**src/rtl/core/lpw_pkg.sv**
```systemverilog
// Package for the line pixel walker: coordinate widths, shared types,
// controller/datapath command and status structs and the controller states.
// No dependencies.
`timescale 1ns / 1ps

package lpw_pkg;

    // Port width of every coordinate field
    localparam int FIELD_W    = 6;
    // Coordinate bits actually used (2..6); inputs are taken modulo 2^COORD_BITS
    localparam int COORD_BITS = 6;
    localparam int COLOR_W    = 32;
    // Signed difference of two coordinates
    localparam int DELTA_W    = COORD_BITS + 1;
    // Error term spans roughly -2^C .. 3*2^C
    localparam int ERR_W      = COORD_BITS + 3;

    typedef logic [FIELD_W-1:0]           t_field;
    typedef logic [COORD_BITS-1:0]        t_coord;
    typedef logic signed [DELTA_W-1:0]    t_delta;
    typedef logic [COORD_BITS:0]          t_dmin2;
    typedef logic signed [ERR_W-1:0]      t_err;
    typedef logic [COLOR_W-1:0]           t_color;

    typedef enum logic [1:0] {
        ST_IDLE,
        ST_SETUP_A,
        ST_SETUP_B,
        ST_WALK
    } t_state;

    typedef struct packed {
        logic capture;   // latch the command fields
        logic setup_a;   // find deltas and steepness
        logic setup_b;   // order endpoints, load the walker
        logic emit;      // load one pixel into the output register and advance
    } t_cmd;

    typedef struct packed {
        logic last;      // current pixel is the final one
        logic out_room;  // output register can take a pixel this cycle
    } t_status;

endpackage

```
**src/rtl/core/lpw_ctrl.sv**
```systemverilog
// Controller for the line pixel walker: command intake and walk sequencing.
// Depends on lpw_pkg.
`timescale 1ns / 1ps

module lpw_ctrl (
    input  logic            i_clk,
    input  logic            i_rst_n,
    input  logic            i_s_tvalid,
    output logic            o_s_tready,
    input  lpw_pkg::t_status i_stat,
    output lpw_pkg::t_cmd   o_cmd
);

    lpw_pkg::t_state r_state;
    lpw_pkg::t_state n_state;

    always_ff @(posedge i_clk) begin
        if (!i_rst_n) begin
            r_state <= lpw_pkg::ST_IDLE;
        end else begin
            r_state <= n_state;
        end
    end

    always_comb begin
        n_state = r_state;
        case (r_state)
            lpw_pkg::ST_IDLE: begin
                if (i_s_tvalid) begin
                    n_state = lpw_pkg::ST_SETUP_A;
                end
            end
            lpw_pkg::ST_SETUP_A: begin
                n_state = lpw_pkg::ST_SETUP_B;
            end
            lpw_pkg::ST_SETUP_B: begin
                n_state = lpw_pkg::ST_WALK;
            end
            lpw_pkg::ST_WALK: begin
                if (i_stat.out_room && i_stat.last) begin
                    n_state = lpw_pkg::ST_IDLE;
                end
            end
            default: begin
                n_state = lpw_pkg::ST_IDLE;
            end
        endcase
    end

    always_comb begin
        o_s_tready    = 1'b0;
        o_cmd         = '0;
        case (r_state)
            lpw_pkg::ST_IDLE: begin
                o_s_tready     = 1'b1;
                o_cmd.capture  = i_s_tvalid;
            end
            lpw_pkg::ST_SETUP_A: begin
                o_cmd.setup_a  = 1'b1;
            end
            lpw_pkg::ST_SETUP_B: begin
                o_cmd.setup_b  = 1'b1;
            end
            lpw_pkg::ST_WALK: begin
                // advance only when the output register frees up
                o_cmd.emit     = i_stat.out_room;
            end
            default: begin
                o_s_tready     = 1'b0;
            end
        endcase
    end

endmodule

```
**src/rtl/core/lpw_datapath.sv**
```systemverilog
// Datapath for the line pixel walker: command registers, endpoint setup,
// Bresenham step unit and the pixel output register. Depends on lpw_pkg.
`timescale 1ns / 1ps

module lpw_datapath (
    input  logic                  i_clk,
    input  logic                  i_rst_n,
    input  lpw_pkg::t_cmd         i_cmd,
    output lpw_pkg::t_status      o_stat,
    input  lpw_pkg::t_field       i_x_start,
    input  lpw_pkg::t_field       i_y_start,
    input  lpw_pkg::t_field       i_x_end,
    input  lpw_pkg::t_field       i_y_end,
    input  lpw_pkg::t_color       i_pen_color,
    input  logic                  i_m_tready,
    output logic                  o_m_tvalid,
    output lpw_pkg::t_field       o_pixel_x,
    output lpw_pkg::t_field       o_pixel_y,
    output lpw_pkg::t_color       o_pixel_color,
    output logic                  o_last_pixel
);

    // command registers
    lpw_pkg::t_coord r_xs, r_ys, r_xe, r_ye;
    lpw_pkg::t_color r_color;
    logic            r_steep;

    // walker registers
    lpw_pkg::t_coord r_ma, r_ma_end, r_mi, r_dmaj;
    lpw_pkg::t_dmin2 r_dmin2;
    logic            r_step_up;
    lpw_pkg::t_err   r_err;

    // output register
    logic            r_out_valid;
    lpw_pkg::t_field r_px, r_py;
    lpw_pkg::t_color r_pcolor;
    logic            r_plast;

    // setup A
    lpw_pkg::t_delta w_dx, w_dy, w_adx, w_ady;
    // setup B
    lpw_pkg::t_coord w_ma0, w_mi0, w_ma1, w_mi1, w_lo_ma, w_lo_mi, w_hi_ma, w_hi_mi;
    lpw_pkg::t_delta w_dmin, w_admin;
    // step
    lpw_pkg::t_err   w_err_sum;
    logic            w_minor_step;
    logic            w_last;

    always_comb begin
        w_dx  = lpw_pkg::t_delta'(r_xe) - lpw_pkg::t_delta'(r_xs);
        w_dy  = lpw_pkg::t_delta'(r_ye) - lpw_pkg::t_delta'(r_ys);
        w_adx = w_dx[lpw_pkg::DELTA_W-1] ? -w_dx : w_dx;
        w_ady = w_dy[lpw_pkg::DELTA_W-1] ? -w_dy : w_dy;
    end

    always_comb begin
        w_ma0 = r_steep ? r_ys : r_xs;
        w_mi0 = r_steep ? r_xs : r_ys;
        w_ma1 = r_steep ? r_ye : r_xe;
        w_mi1 = r_steep ? r_xe : r_ye;
        // swap so the major coordinate rises; equal keeps the given order
        if (w_ma1 < w_ma0) begin
            w_lo_ma = w_ma1;
            w_lo_mi = w_mi1;
            w_hi_ma = w_ma0;
            w_hi_mi = w_mi0;
        end else begin
            w_lo_ma = w_ma0;
            w_lo_mi = w_mi0;
            w_hi_ma = w_ma1;
            w_hi_mi = w_mi1;
        end
        w_dmin  = lpw_pkg::t_delta'(w_hi_mi) - lpw_pkg::t_delta'(w_lo_mi);
        w_admin = w_dmin[lpw_pkg::DELTA_W-1] ? -w_dmin : w_dmin;
    end

    always_comb begin
        w_err_sum    = r_err + lpw_pkg::t_err'(r_dmin2);
        w_minor_step = w_err_sum > lpw_pkg::t_err'(r_dmaj);
        w_last       = (r_ma == r_ma_end);
    end

    always_ff @(posedge i_clk) begin
        if (i_cmd.capture) begin
            r_xs    <= i_x_start[lpw_pkg::COORD_BITS-1:0];
            r_ys    <= i_y_start[lpw_pkg::COORD_BITS-1:0];
            r_xe    <= i_x_end[lpw_pkg::COORD_BITS-1:0];
            r_ye    <= i_y_end[lpw_pkg::COORD_BITS-1:0];
            r_color <= i_pen_color;
        end
        if (i_cmd.setup_a) begin
            r_steep <= (w_ady > w_adx);
        end
        if (i_cmd.setup_b) begin
            r_ma      <= w_lo_ma;
            r_ma_end  <= w_hi_ma;
            r_mi      <= w_lo_mi;
            r_dmaj    <= w_hi_ma - w_lo_ma;
            r_dmin2   <= {w_admin[lpw_pkg::COORD_BITS-1:0], 1'b0};
            r_step_up <= (w_dmin > lpw_pkg::t_delta'(0));
            r_err     <= '0;
        end else if (i_cmd.emit) begin
            r_ma <= r_ma + lpw_pkg::t_coord'(1);
            if (w_minor_step) begin
                r_mi  <= r_step_up ? r_mi + lpw_pkg::t_coord'(1)
                                   : r_mi - lpw_pkg::t_coord'(1);
                r_err <= w_err_sum - lpw_pkg::t_err'({r_dmaj, 1'b0});
            end else begin
                r_err <= w_err_sum;
            end
        end
    end

    // pixel output register
    always_ff @(posedge i_clk) begin
        if (!i_rst_n) begin
            r_out_valid <= 1'b0;
        end else if (i_cmd.emit) begin
            r_out_valid <= 1'b1;
        end else if (i_m_tready) begin
            r_out_valid <= 1'b0;
        end
    end

    always_ff @(posedge i_clk) begin
        if (i_cmd.emit) begin
            r_px     <= lpw_pkg::t_field'(r_steep ? r_mi : r_ma);
            r_py     <= lpw_pkg::t_field'(r_steep ? r_ma : r_mi);
            r_pcolor <= r_color;
            r_plast  <= w_last;
        end
    end

    assign o_stat.last     = w_last;
    assign o_stat.out_room = !r_out_valid || i_m_tready;
    assign o_m_tvalid      = r_out_valid;
    assign o_pixel_x       = r_px;
    assign o_pixel_y       = r_py;
    assign o_pixel_color   = r_pcolor;
    assign o_last_pixel    = r_plast;

endmodule

```
**src/rtl/core/line_pixel_walker_top.sv**
```systemverilog
// Top level of the line pixel walker (Bresenham line rasterizer).
// Joins lpw_ctrl and lpw_datapath; depends on lpw_pkg.
//
//  channel   | dir | tdata (low bit up)                       | tlast
//  ----------+-----+------------------------------------------+-----------
//  s (line)  | in  | x_start, y_start, x_end, y_end, pen_color | -
//  m (pixel) | out | pixel_x, pixel_y, pixel_color, zero pad   | last_pixel
//
// A line of N pixels (N = major delta + 1, 1..64) passes through intake of the
// transfer, the endpoint setup states SETUP_A and SETUP_B, then one pixel per
// cycle from the single step unit while the m side has room. A new line is
// taken only once the last pixel of the previous one sits in the output register.
// Reset is synchronous, active low. A stall on the m side holds the walker.
`timescale 1ns / 1ps

module line_pixel_walker_top (
    input  logic        i_clk,
    input  logic        i_rst_n,
    input  logic        s_tvalid,
    output logic        s_tready,
    input  logic [55:0] s_tdata,   // x_start[5:0], y_start[11:6], x_end[17:12],
                                   // y_end[23:18], pen_color[55:24]
    output logic        m_tvalid,
    input  logic        m_tready,
    output logic [47:0] m_tdata,   // pixel_x[5:0], pixel_y[11:6],
                                   // pixel_color[43:12], zero[47:44]
    output logic        m_tlast
);

    lpw_pkg::t_cmd    w_cmd;
    lpw_pkg::t_status w_stat;
    lpw_pkg::t_field  w_px, w_py;
    lpw_pkg::t_color  w_pcolor;

    lpw_ctrl u_ctrl (
        .i_clk      (i_clk),
        .i_rst_n    (i_rst_n),
        .i_s_tvalid (s_tvalid),
        .o_s_tready (s_tready),
        .i_stat     (w_stat),
        .o_cmd      (w_cmd)
    );

    lpw_datapath u_dp (
        .i_clk         (i_clk),
        .i_rst_n       (i_rst_n),
        .i_cmd         (w_cmd),
        .o_stat        (w_stat),
        .i_x_start     (s_tdata[5:0]),
        .i_y_start     (s_tdata[11:6]),
        .i_x_end       (s_tdata[17:12]),
        .i_y_end       (s_tdata[23:18]),
        .i_pen_color   (s_tdata[55:24]),
        .i_m_tready    (m_tready),
        .o_m_tvalid    (m_tvalid),
        .o_pixel_x     (w_px),
        .o_pixel_y     (w_py),
        .o_pixel_color (w_pcolor),
        .o_last_pixel  (m_tlast)
    );

    assign m_tdata = {4'b0000, w_pcolor, w_py, w_px};

`ifndef NO_ASSERTIONS
    // one line at a time: intake closes right after a transfer
    a_one_line: assert property (@(posedge i_clk) disable iff (!i_rst_n)
        (s_tvalid && s_tready) |=> !s_tready)
        else $error("line accepted while a walk is in progress");

    // no pixel is emitted in SETUP_A or SETUP_B, before the first pixel
    a_setup_gap: assert property (@(posedge i_clk) disable iff (!i_rst_n)
        (s_tvalid && s_tready) |=> !w_cmd.emit ##1 !w_cmd.emit)
        else $error("pixel emitted before endpoint setup finished");

    // the final pixel reopens intake
    a_last_frees: assert property (@(posedge i_clk) disable iff (!i_rst_n)
        (w_cmd.emit && w_stat.last) |=> (s_tready && m_tvalid && m_tlast))
        else $error("walk did not end on its last pixel");
`endif

endmodule

```
**config.mk**
```make
export PLATFORM = sky130hd
export DESIGN_NAME = line_pixel_walker_top
export DESIGN_NICKNAME = d
export VERILOG_FILES = /design/src/rtl/core/lpw_pkg.sv /design/src/rtl/core/lpw_ctrl.sv /design/src/rtl/core/lpw_datapath.sv /design/src/rtl/core/line_pixel_walker_top.sv
export SDC_FILE = /design/constraint.sdc
export NUM_CORES = 1
export LEC_CHECK = 0
export ABC_AREA = 0
export BUFFER_PORTS_ARGS = -buffer_cell sky130_fd_sc_hd__buf_2
export CORE_ASPECT_RATIO = 0.7
export CORE_UTILIZATION = 60
export CTS_CLUSTER_SIZE = 40
export DETAILED_ROUTE_END_ITERATION = 7
export PLACE_DENSITY = 0.9
export SLEW_MARGIN = 15
export SYNTH_ARGS = -nofsm -noshare
export SYNTH_HDL_FRONTEND = slang
export SYNTH_SLANG_ARGS = --single-unit
```
**constraint.sdc**
```tcl
create_clock -name i_clk -period 9.9 [get_ports i_clk]
set_clock_uncertainty 0.1 [all_clocks]
set_input_delay 0.495 -clock i_clk [delete_from_list [all_inputs] [get_ports i_clk]]
set_output_delay 0.495 -clock i_clk [all_outputs]
set_load 0.005 [all_outputs]
```
==> run summary <==
Status: finished with violations
Failing checks: DRC
Via density: 5.83
Die Ht: 98.1 um
Hold path cells: 1
CTS buffer count: 17
Worst-path maximum fanout: 27
Ant diodes: 0
Die width: 139 um
Slowest cell on the critical path: edfxtp_1
Finished Cell Area: 0.00914 mm2
Fin. Hold Viols: 0
Minimum clock period: 5.57 ns
Setup Crit Path Kind: flop to flop
Row count: 34
GRT Overall Usage: 0.268
Clk_lat worst skew: 0.42 ns
Layout area overhead: 15.5%
Routed WL: 17.2 mm
Worst hold path class: primary input to flop
1st-pass router iterations: 7
CP Data Required Time: 9.94 ns
Initial antenna violation count: 0
Multi-input combinational cell area: 0.00339 mm2
Postcts setup bufs: 0
Fin. max-slew vios: 0
Net count, final: 872
Critical Path End Type: flop
Setup_tns: 0 ns
H-tree Lvls: 4
Yosys warning count: 0
Cell Area, Placed: 0.00858 mm2
DR vias: 5363
Period utilization: 0.562
Share of cells above drive strength 1: 0.247
FF-to-FF path depth: 15
DR iter-0 viols: 362
Post-synth top flop: edfxtp_1
# DRC: 1
CTS tree: done
Worst slack, placed: 4.44 ns
CP peak stage delay: 0.68 ns
Clk sinks: 144
Root buf cell: clkbuf_16
Worst endpoint data arrival time: 5.61 ns
Routed WL per cell: 18.7 um
Maxcap violations: 0
Synthesis-stage register bit count: 144
Clk buf depth: 2
Max frequency: 0.180 GHz
Synth async-reset ratio: 0
Hold path start: s_tdata[29]
DP Wirelength: 12.5 mm
Global placer's final weighted congestion: 0.844
# IOs: 111
# resized after CTS: 0
Number of synthesized flops with an enable pin: 133
Clock transition at the registers of the reported paths: 0.06 ns
Least-Margin Pin Slew: 0.935 ns
Core Box Area: 0.0126 mm2
Post-synthesis sequential area ratio: 0.533
Cell Chain, Critical Path: buf_4 > mux2_2 > ha_1 > nor2b_1 > o31ai_1 > a21o_1 > mux4_2 > fa_1 > a21oi_1 > nor2_1 > nor2_1 > o21bai_1 > a21o_1 > a31o_2 > xnor2_1
Global route total overflow: 0
Largest net degree at the start of global routing: 59
Reg area: 0.00421 mm2
Port Buffer Count: 106
Mapped Avg Cell Area: 12.5 um2
Initial Util: 0.626
Die area: 0.0137 mm2
Post-Syn Area: 0.00791 mm2
Slew margin rel.: 0.376
Vias in the first global route: 5430
Syn Inst Count: 634
Fill count: 807
# hold bufs at CTS: 0
Startpoint types: flop
Global-route wire length before repair: 27.6 mm
ANT nets after route: 0
Reg2reg start: u_dp.r_steep$_DFFE_PN_
Launch point of the worst path: u_dp.r_steep$_DFFE_PN_
Yosys cell types: 64
Setup-failing EPs final: 0
RSZ-0062 raised after global routing: no
Worst Setup Slack, final: 4.33 ns
layout by cell type (no fill, tap or decap), types with 12 or more instances in the layout:
cell and n:
a21oi_1 35, buf_2 106, clkbuf_16 17, edfxtp_1 133, ha_1 60, inv_1 55
mux2_2 18, mux2i_1 13, mux4_2 12, nand2_1 27, nor2_1 41, nor2b_1 14
o21ai_0 14, o21ai_1 18, xnor2_1 27, xor2_1 20
stage by stage:
| stage | utilization | std cells | hold slack (ns) |
|---|---|---|---|
| floorplan | - | 637 | 0.300 |
| global route | 0.723 | 920 | 0.125 |
| detailed placement | 0.679 | 888 | 0.305 |
| CTS | 0.723 | 920 | 0.131 |
| global placement | 0.679 | 888 | 0.300 |
| finish | 0.723 | 920 | 0.147 |
per-layer routing:
metal,up-vias,wire length [um],global-route usage
li1,2531,-,-
met2,221,8590,0.455
met5,-,0,0
met1,2581,7180,0.338
met4,0,308,0.0991
met3,30,1150,0.0628
worst paths after layout:
check | endpoint | slack, ns
setup reg to reg | u_dp.r_dmin2[4]$_DFFE_PP_ | 4.33
setup / recovery | u_dp.r_dmin2[4]$_DFFE_PP_ | 4.33
hold reg to reg | u_dp.o_pixel_color[31]$_DFFE_PP_ | 0.32
hold / removal | u_dp.r_color[5]$_DFFE_PP_ | 0.15
Yosys cell counts (12+ instances only):
cell / instances / area share
nor2_1: 41 / 0.019
inv_1: 56 / 0.027
xor2_1: 20 / 0.022
a21oi_1: 36 / 0.023
nand2_1: 27 / 0.013
mux2i_1: 13 / 0.016
ha_1: 61 / 0.096
o21ai_1: 18 / 0.011
mux4_2: 12 / 0.034
o21ai_0: 14 / 0.0089
edfxtp_1: 133 / 0.50
xnor2_1: 27 / 0.030
mux2_2: 18 / 0.026
nor2b_1: 14 / 0.011
cell families after synthesis:
| kind of cell | synth area share |
|---|---|
| DFF | 0.533 |
| adders and majority gates | 0.112 |
| buffers and inverters | 0.0418 |
| muxes | 0.0781 |
| and+or+nand+nor | 0.0762 |
| AOI/OAI and AO/OA | 0.105 |
| xor gates and xnor gates | 0.0541 |
| other | 0.000474 |
flip-flops by register name, indices dropped and copies added, names as in the netlist:
| name | count |
|---|---|
| u_dp.o_pixel_color | 32 |
| u_dp.r_color | 32 |
| u_dp.r_err | 8 |
| u_dp.o_pixel_x | 6 |
| u_dp.o_pixel_y | 6 |
| u_dp.r_dmaj | 6 |
| u_dp.r_dmin2 | 6 |
| u_dp.r_ma | 6 |
| u_dp.r_ma_end | 6 |
| u_dp.r_mi | 6 |
| u_dp.r_xe | 6 |
| u_dp.r_xs | 6 |
| u_dp.r_ye | 6 |
| u_dp.r_ys | 6 |
| u_ctrl.r_state | 2 |
| u_dp.o_last_pixel | 1 |
| u_dp.o_m_tvalid | 1 |
| u_dp.r_steep | 1 |
| u_dp.r_step_up | 1 |
final cells by class:
class	count	share of cell area
repair buffers	110	0.0614
inverters	58	0.0240
clock inverters	14	0.0136
well taps	162	0.0222
multi-input cells	414	0.371
clock buffers	18	0.0470
flip-flops and latches	144	0.461
critical path: cells and delay by family, from the launching register on:
kind | cells | cell delay [ns]
adders and majority gates | 2 | 0.82
xor gates and xnor gates | 1 | 0.14
DFF | 1 | 0.68
buffers and inverters | 1 | 0.44
AOI/OAI and AO/OA | 6 | 1.71
and+or+nand+nor | 3 | 0.35
muxes | 2 | 1.05
Power is left out: the tool's default activity adds up to more than one toggle a clock period on the data nets, which glitch-free logic cannot reach.
